## src/assert_macros.svh

```systemverilog
// Assertion macros shared by the RTL of the toy SPN block cipher.
// Each macro checks one property on the rising clock edge, off during reset.
`ifndef ASSERT_MACROS_SVH
`define ASSERT_MACROS_SVH

// Implication checked while reset is released.
`define ASSERT_CLK(label, clk, rst_n, prop) \
  label: assert property (@(posedge clk) disable iff (!rst_n) prop) \
    else $error("assertion failed: label");

// Condition that must hold at every clock edge out of reset.
`define ASSERT_ALWAYS(label, clk, rst_n, expr) \
  label: assert property (@(posedge clk) disable iff (!rst_n) (expr)) \
    else $error("assertion failed: label");

`endif

```

## src/tspn_pkg.sv

```systemverilog
// Package for the toy SPN block cipher: S-boxes, bit permutations and round helpers.
// Used by the datapath, the configuration register and the top level; depends on nothing.
package tspn_pkg;

  localparam int KEY_W   = 24;
  localparam int BLOCK_W = 8;
  localparam int ROUNDS  = 4;

  typedef logic [BLOCK_W-1:0] block_t;
  typedef logic [KEY_W-1:0]   key_t;

  typedef enum logic {
    OP_ENCRYPT = 1'b0,
    OP_DECRYPT = 1'b1
  } op_t;

  localparam logic [3:0] SBOX_FWD [16] = '{
    4'd14, 4'd4, 4'd13, 4'd1, 4'd2, 4'd15, 4'd11, 4'd8,
    4'd3, 4'd10, 4'd6, 4'd12, 4'd5, 4'd9, 4'd0, 4'd7
  };
  localparam logic [3:0] SBOX_INV [16] = '{
    4'd14, 4'd3, 4'd4, 4'd8, 4'd1, 4'd12, 4'd10, 4'd15,
    4'd7, 4'd13, 4'd9, 4'd6, 4'd11, 4'd2, 4'd0, 4'd5
  };
  localparam logic [2:0] PERM_FWD [8] = '{
    3'd0, 3'd3, 3'd4, 3'd6, 3'd2, 3'd5, 3'd1, 3'd7
  };
  localparam logic [2:0] PERM_INV [8] = '{
    3'd0, 3'd6, 3'd4, 3'd1, 3'd2, 3'd5, 3'd3, 3'd7
  };

  // Configuration register indexes.
  localparam logic REG_CIPHER_KEY = 1'b0;

  // Round key r is the byte window starting at key bit 4r, counted from the MSB.
  function automatic block_t round_key(input key_t key, input int r);
    return key[(16 - 4 * r) +: 8];
  endfunction

  function automatic block_t subst_fwd(input block_t b);
    return {SBOX_FWD[b[7:4]], SBOX_FWD[b[3:0]]};
  endfunction

  function automatic block_t subst_inv(input block_t b);
    return {SBOX_INV[b[7:4]], SBOX_INV[b[3:0]]};
  endfunction

  // Block bit i (MSB first) moves to position p[i] (MSB first).
  function automatic block_t perm_fwd(input block_t b);
    block_t o;
    o = '0;
    for (int i = 0; i < BLOCK_W; i++) begin
      o[3'd7 - PERM_FWD[i]] = b[3'(7 - i)];
    end
    return o;
  endfunction

  function automatic block_t perm_inv(input block_t b);
    block_t o;
    o = '0;
    for (int i = 0; i < BLOCK_W; i++) begin
      o[3'd7 - PERM_INV[i]] = b[3'(7 - i)];
    end
    return o;
  endfunction

endpackage

```

## src/toy_spn_block_cipher_8bit.sv

```systemverilog
// Top level of the toy 8-bit SPN block cipher: input register, cipher logic, result register.
// Depends on tspn_pkg, tspn_cfg, tspn_datapath and assert_macros.svh.
//
//   channel | direction | contents
//   in_     | slave     | tdata = block_in[7:0], tuser = kind
//   out_    | master    | tdata = block_out[7:0]
//   cfg_    | APB slave | register 0 at byte address 0: cipher_key[23:0]
//
// One word per cycle while out_tready stays high; a taken word passes the input register, then the result register.
// The input register and the result register form a two-entry pipeline around the rounds.
// Reset is synchronous and active low; it empties both stages and clears the key.
// When out_tready is low, the result holds and the input stage fills before in_tready drops.
`include "assert_macros.svh"

module toy_spn_block_cipher_8bit import tspn_pkg::*; (
  input  logic        clk,
  input  logic        rst_n,
  input  logic        in_tvalid,
  output logic        in_tready,
  input  logic [7:0]  in_tdata,   // [7:0] block_in
  input  logic        in_tuser,   // [0] kind
  output logic        out_tvalid,
  input  logic        out_tready,
  output logic [7:0]  out_tdata,  // [7:0] block_out
  input  logic        cfg_psel,
  input  logic        cfg_penable,
  input  logic        cfg_pwrite,
  input  logic [2:0]  cfg_paddr,
  input  logic [31:0] cfg_pwdata,
  output logic [31:0] cfg_prdata,
  output logic        cfg_pready
);

  key_t   key;
  logic   s1_valid_r;
  logic   s1_op_r;
  block_t s1_block_r;
  logic   s2_valid_r;
  block_t s2_block_r;
  block_t result;
  logic   s2_ready;
  logic   in_take;

  tspn_cfg u_cfg (
    .clk     (clk),
    .rst_n   (rst_n),
    .psel    (cfg_psel),
    .penable (cfg_penable),
    .pwrite  (cfg_pwrite),
    .paddr   (cfg_paddr),
    .pwdata  (cfg_pwdata),
    .prdata  (cfg_prdata),
    .pready  (cfg_pready),
    .key     (key)
  );

  tspn_datapath u_dp (
    .op        (s1_op_r),
    .block_in  (s1_block_r),
    .key       (key),
    .block_out (result)
  );

  assign s2_ready  = !s2_valid_r || out_tready;
  assign in_tready = !s1_valid_r || s2_ready;
  assign in_take   = in_tvalid && in_tready;

  always_ff @(posedge clk) begin
    if (!rst_n) begin
      s1_valid_r <= 1'b0;
      s2_valid_r <= 1'b0;
    end else begin
      if (in_tready) begin
        s1_valid_r <= in_tvalid;
      end
      if (s2_ready) begin
        s2_valid_r <= s1_valid_r;
      end
    end
  end

  always_ff @(posedge clk) begin
    if (in_take) begin
      s1_op_r    <= in_tuser;
      s1_block_r <= in_tdata;
    end
    if (s2_ready && s1_valid_r) begin
      s2_block_r <= result;
    end
  end

  assign out_tvalid = s2_valid_r;
  assign out_tdata  = s2_block_r;

  `ASSERT_ALWAYS(a_ready_when_out_empty, clk, rst_n, !s2_valid_r -> in_tready)
  `ASSERT_CLK(a_take_fills_s1, clk, rst_n, in_take |=> s1_valid_r)
  `ASSERT_CLK(a_s1_holds_on_stall, clk, rst_n,
    (s1_valid_r && !s2_ready) |=> (s1_valid_r && $stable(s1_block_r) && $stable(s1_op_r)))

endmodule

```

## src/tspn_cfg.sv

```systemverilog
// APB-style configuration register holding the 24-bit cipher key.
// Depends on tspn_pkg for the key type and register index.
module tspn_cfg import tspn_pkg::*; (
  input  logic        clk,
  input  logic        rst_n,
  input  logic        psel,
  input  logic        penable,
  input  logic        pwrite,
  input  logic [2:0]  paddr,
  input  logic [31:0] pwdata,
  output logic [31:0] prdata,
  output logic        pready,
  output key_t        key
);

  key_t key_r;
  key_t key_nxt;
  logic wr_en;

  assign pready = 1'b1;
  assign wr_en  = psel && penable && pwrite && pready && (paddr[2] == REG_CIPHER_KEY);

  always_comb begin
    key_nxt = key_r;
    if (wr_en) begin
      key_nxt = pwdata[KEY_W-1:0];
    end
  end

  always_ff @(posedge clk) begin
    if (!rst_n) begin
      key_r <= '0;
    end else begin
      key_r <= key_nxt;
    end
  end

  always_comb begin
    prdata = '0;
    if (paddr[2] == REG_CIPHER_KEY) begin
      prdata = {{(32 - KEY_W){1'b0}}, key_r};
    end
  end

  assign key = key_r;

endmodule

```

## src/tspn_datapath.sv

```systemverilog
// Combinational four-round encrypt and decrypt paths of the toy SPN cipher.
// Depends on tspn_pkg for the S-boxes, permutations and round key windows.
module tspn_datapath import tspn_pkg::*; (
  input  logic   op,
  input  block_t block_in,
  input  key_t   key,
  output block_t block_out
);

  block_t enc;
  block_t dec;

  always_comb begin
    enc = block_in;
    for (int r = 0; r < ROUNDS; r++) begin
      enc = subst_fwd(enc ^ round_key(key, r));
      if (r != ROUNDS - 1) begin
        enc = perm_fwd(enc);
      end
    end
    enc = enc ^ key[7:0];
  end

  always_comb begin
    dec = block_in ^ key[7:0];
    for (int r = ROUNDS - 1; r >= 0; r--) begin
      if (r != ROUNDS - 1) begin
        dec = perm_inv(dec);
      end
      dec = subst_inv(dec) ^ round_key(key, r);
    end
  end

  assign block_out = (op == OP_DECRYPT) ? dec : enc;

endmodule

```

## config.mk

```make
export PLATFORM = sky130hd
export DESIGN_NAME = toy_spn_block_cipher_8bit
export DESIGN_NICKNAME = d
export VERILOG_FILES = /design/src/tspn_pkg.sv /design/src/toy_spn_block_cipher_8bit.sv /design/src/tspn_cfg.sv /design/src/tspn_datapath.sv
export VERILOG_INCLUDE_DIRS = /design/src /design/src/src
export SDC_FILE = /design/constraint.sdc
export NUM_CORES = 1
export LEC_CHECK = 0
export ABC_AREA = 1
export BUFFER_PORTS_ARGS = -buffer_cell sky130_fd_sc_hd__buf_4
export CAP_MARGIN = 10
export CORE_ASPECT_RATIO = 1.75
export CORE_MARGIN = 2
export CORE_UTILIZATION = 56
export CTS_CLUSTER_DIAMETER = 80
export DETAILED_ROUTE_END_ITERATION = 10
export GPL_TIMING_DRIVEN = 0
export PLACE_DENSITY = 0.87
export SLEW_MARGIN = 20
export SYNTH_ARGS = -nofsm -noshare
export SYNTH_HDL_FRONTEND = slang
export SYNTH_HIERARCHICAL = 1
export SYNTH_SLANG_ARGS = --single-unit
```

## constraint.sdc

```tcl
create_clock -name clk -period 4.59 [get_ports clk]
set_clock_uncertainty 0.2 [all_clocks]
set_input_delay 1.377 -clock clk [delete_from_list [all_inputs] [get_ports clk]]
set_output_delay 1.377 -clock clk [all_outputs]
set_load 0.005 [all_outputs]
```

# ---- After elaboration in Yosys (flattened, before gate mapping)
# Memory sizes are Yosys's and may differ from the RTL's.
# Cells that the tools add are included.
dict set report op_classes {
  order_cmp 10
  muxes 22
  bitwise 21
  reduce_logical 9
}
# op n
set op_table {}
lappend op_table {{2-to-1 mux 4 bit} 16}
lappend op_table {{>= comparator 5 bit, second input constant} 10}
lappend op_table {{NOT 4 -> 5 bit} 10}
lappend op_table {{XOR 8 bit} 4}
lappend op_table {{2-to-1 mux 24 bit} 1}
lappend op_table {{XOR 4 bit} 6}
lappend op_table {{2-to-1 mux 3 bit} 4}
lappend op_table {{2-to-1 mux 8 bit} 1}
lappend op_table {{logical AND 1 bit} 5}
lappend op_table {{zero test 1 bit} 2}
lappend op_table {{logical OR 1 bit} 2}
lappend op_table {{NOT 1 bit} 1}
dict set report totals {
  regBits 43
  rom_bits 640
  inputBits 51
  output_inout_bits 43
  elab_cells 78
  memories 10
}
# memory words width read_ports rd_ports_with_merged_regs write_ports line_no
set mem_list {}
lappend mem_list {{(name not given)} 16 4 1 0 0 tspn_pkg.sv:41} ;# return {SBOX_FWD[b[7:4]], SBOX_FWD[b[3:0]]};
lappend mem_list {{(name not given)} 16 4 1 0 0 tspn_pkg.sv:45} ;# return {SBOX_INV[b[7:4]], SBOX_INV[b[3:0]]};
lappend mem_list {{(name not given)} 16 4 1 0 0 tspn_pkg.sv:41}
lappend mem_list {{(name not given)} 16 4 1 0 0 tspn_pkg.sv:45}
lappend mem_list {{(name not given)} 16 4 1 0 0 tspn_pkg.sv:41}
lappend mem_list {{(name not given)} 16 4 1 0 0 tspn_pkg.sv:45}
lappend mem_list {{4 more memories} n/a n/a n/a n/a n/a n/a}

# ---- Depth between registers and ports, before layout
dict set report depth {
  word_depth 22
  depth_mapped 20
}

# ---- By module
# Netlist, hierarchy kept.
# mod n_inst cells_each area_each_um2 seq_area_each_um2
set modules_own_cells {}
lappend modules_own_cells {tspn_cfg 1 221 1403.8 480.5}
lappend modules_own_cells {tspn_datapath 1 152 918.4 0.0}
lappend modules_own_cells {toy_spn_block_cipher_8bit 1 30 605.6 550.5}

# ---- Least setup slack after synthesis
# Ideal clock, no wire load.
dict set report synth_timing {
  path_type {input port to output port}
  startpoint {input cfg_paddr[2]}
  endpoint {output cfg_prdata[10]}
  t_arrival_ps 1842
  required_time_ps 3013
  slack_ps 1171
  stages 3
  cell_sequence {buf_6 > clkbuf_1 > nor2_1}
}
dict set report synth_via {
  elab_chain_cells 1
}
# item line_no
set synth_lines {}
lappend synth_lines {{start, declared} toy_spn_block_cipher_8bit.sv:28} ;# input logic [2:0] cfg_paddr,
lappend synth_lines {{2-to-1 mux 24 bit} tspn_cfg.sv:40} ;# if (paddr[2] == REG_CIPHER_KEY) begin
lappend synth_lines {{end, declared} toy_spn_block_cipher_8bit.sv:30} ;# output logic [31:0] cfg_prdata,
# Every way passes these cells.

# ---- Final worst setup path
dict set report layout_timing {
  startpoint {input cfg_paddr[2]}
  endpoint {output cfg_prdata[8]}
}
# The elaborated chain is that of the path after synthesis.

==> impl_metrics.yaml <==
synth:
  syn_avg_cell_area_sq_um: 7.04
  syn_area_sq_um: 2810
  yosysWarnings: 6
  syn_inst: 399
setup_path:
  critPathCaptureType: "output port"
  r2r_start: "s1_block_r[0]"
  reg2reg_depth: 15
  required_ps: 3010
  reg2reg_to: "out_tdata[4]"
  reg2reg_slack_ps: 1190
  worstPathMaxFanout: 10
  worst-setup-path-type: "in2out"
  startpoint_type: "primary input"
  crit_arrival_ps: 2160
global_routing:
  grt_pass1_wl_mm: 10.2
  grt_max_degree: 15
  antenna_found_initial: 0
  grt_pass1_vias: 2461
  gr-usage-all-layers_pct: 22.9
  gr-total-overflow: 0
clock_tree:
  clk_pin_slew_worst_paths_ps: 80
  cts_tree: "done"
  holdBufCountCts: 0
  numCtsBuffers: 5
  clockBufferDepth: 2
  clkLatencyLatePin_ps: 290
  cts_resized: 0
  cts_sinks: 39
  cts_root_buffer: "clkbuf_8"
  htreeDepth: 2
  postCtsSetupBuffers: 0
pwr:
  leakagePower_nw: 1.82
  p_per_area_nw_per_um2: 301
  vdd_drop_max_mv: 0.344
timing:
  timing.fmax_mhz: 268
  period_share_pct: 81.3
  final_max_slew_viol_count: 0
  tns_ps: 0
  period_needed_ps: 3730
  worst_slew_pin_slew_ps: 727
  final-hold-violation-count: 0
  max_slew_margin_pct: 51.5
  whs_ps: 297
  rsz0062_at_grt: "false"
  setup_viol: 0
cells_and_area:
  syn2layout_area_growth_pct: 25.9
  drive_gt1_share_pct: 28.4
  diodes: 0
  layout.nets: 544
  final_cells: 537
  post-route-util_pct: 72.3
min_path:
  hold_class: "reg2reg"
  worstHoldStart: "s1_valid_r"
  hold_depth: 2
  hold_end: "out_tvalid"
placed_design:
  dp_hpwl_mm: 4.97
  portBuffers: 69
  place_inst: 529
  gp_congestion: 0.837
floorplanning:
  die_area_sq_um: 5620
  io_pins: 94
  row_count: 34
  fp.dieH_um: 97.7
  core-area_sq_um: 4890
  die_w_um: 57.5
  start_util_pct: 57.4
drt:
  firstDrtPassIters: 4
  drcViolationCount: 0
  wirelength_mm: 6.22
  postRouteAntennaNets: 0
  drt-wirelength-per-cell_um: 11.6
  vias: 2583
  via_per_inst: 4.81
  drt_iter0_markers: 47
outcome:
  status: "finished clean"
job:
  maxCapViolCount: 0
## registers in the layout, summed over array words and instances (netlist names)
name and count:
s1_valid_r 1, s1_op_r 1, u_cfg/key 24, out_tvalid 1, s1_block_r 4, out_tdata 8
## layer usage
layer	global-route usage, %	share of wire (%)
met1	22.0	37
met2	45.6	56
met3	4.39	5.3
met4	6.98	1.1
met5	0	0
## layout by cell type, fill, tap and decap left out, drive strengths merged
| cell type | instances |
|---|---|
| clkinvlp | 1 |
| o22ai | 1 |
| a21oi | 5 |
| buf | 86 |
| o21ai | 8 |
| ha | 11 |
| dfxtp | 26 |
| or2 | 3 |
| xnor2 | 14 |
| bufinv | 1 |
| nand2 | 78 |
| conb | 9 |
| nand3b | 2 |
| nand3 | 40 |
| edfxtp | 13 |
| nor2 | 79 |
| clkbuf | 9 |
| nand4 | 2 |
| xor2 | 14 |
| inv | 81 |
## cell type report
class	count	area, sq um
plain buffers	21	149
clock buffers	5	68.8
fillers	403	1360
repair buffers	69	518
flip-flops and latches	39	911
clock inverters	3	46.3
inverters	80	300
multi-input cells	266	1470
well taps	54	67.6
## worst max-delay path, stage by stage
cell and delay (ps):
buf_6 110, clkbuf_1 390, nor2_1 120, buf_4 150
## worst max path at each step
stage / startpoint / endpoint
2_1_floorplan: cfg_paddr[2] / cfg_prdata[10]
3_3_place_gp: cfg_paddr[2] / cfg_prdata[6]
3_5_place_dp: cfg_paddr[2] / cfg_prdata[8]
4_1_cts: cfg_paddr[2] / cfg_prdata[8]
5_1_grt: cfg_paddr[2] / cfg_prdata[8]
6_report: cfg_paddr[2] / cfg_prdata[8]
## report_power, final
| group | total, W | internal [W] | switching (W) | leakage [nW] |
|---|---|---|---|---|
| clock | 0.000290 | 0.000164 | 0.000127 | 0.0548 |
| sequential | 0.000403 | 0.000386 | 0.0000178 | 0.336 |
| combinational | 0.000369 | 0.000171 | 0.000198 | 1.43 |
## metrics by stage
stage	setup slack (ps)	area, sq um	total power, W
floorplan	1170	2830	0.000669
global placement	838	3420	0.000748
detailed placement	835	3420	0.000770
CTS	830	3530	0.00106
global route	788	3530	0.00112
finish	857	3530	0.00106
Note: power is estimated with default switching activity, not from simulation.
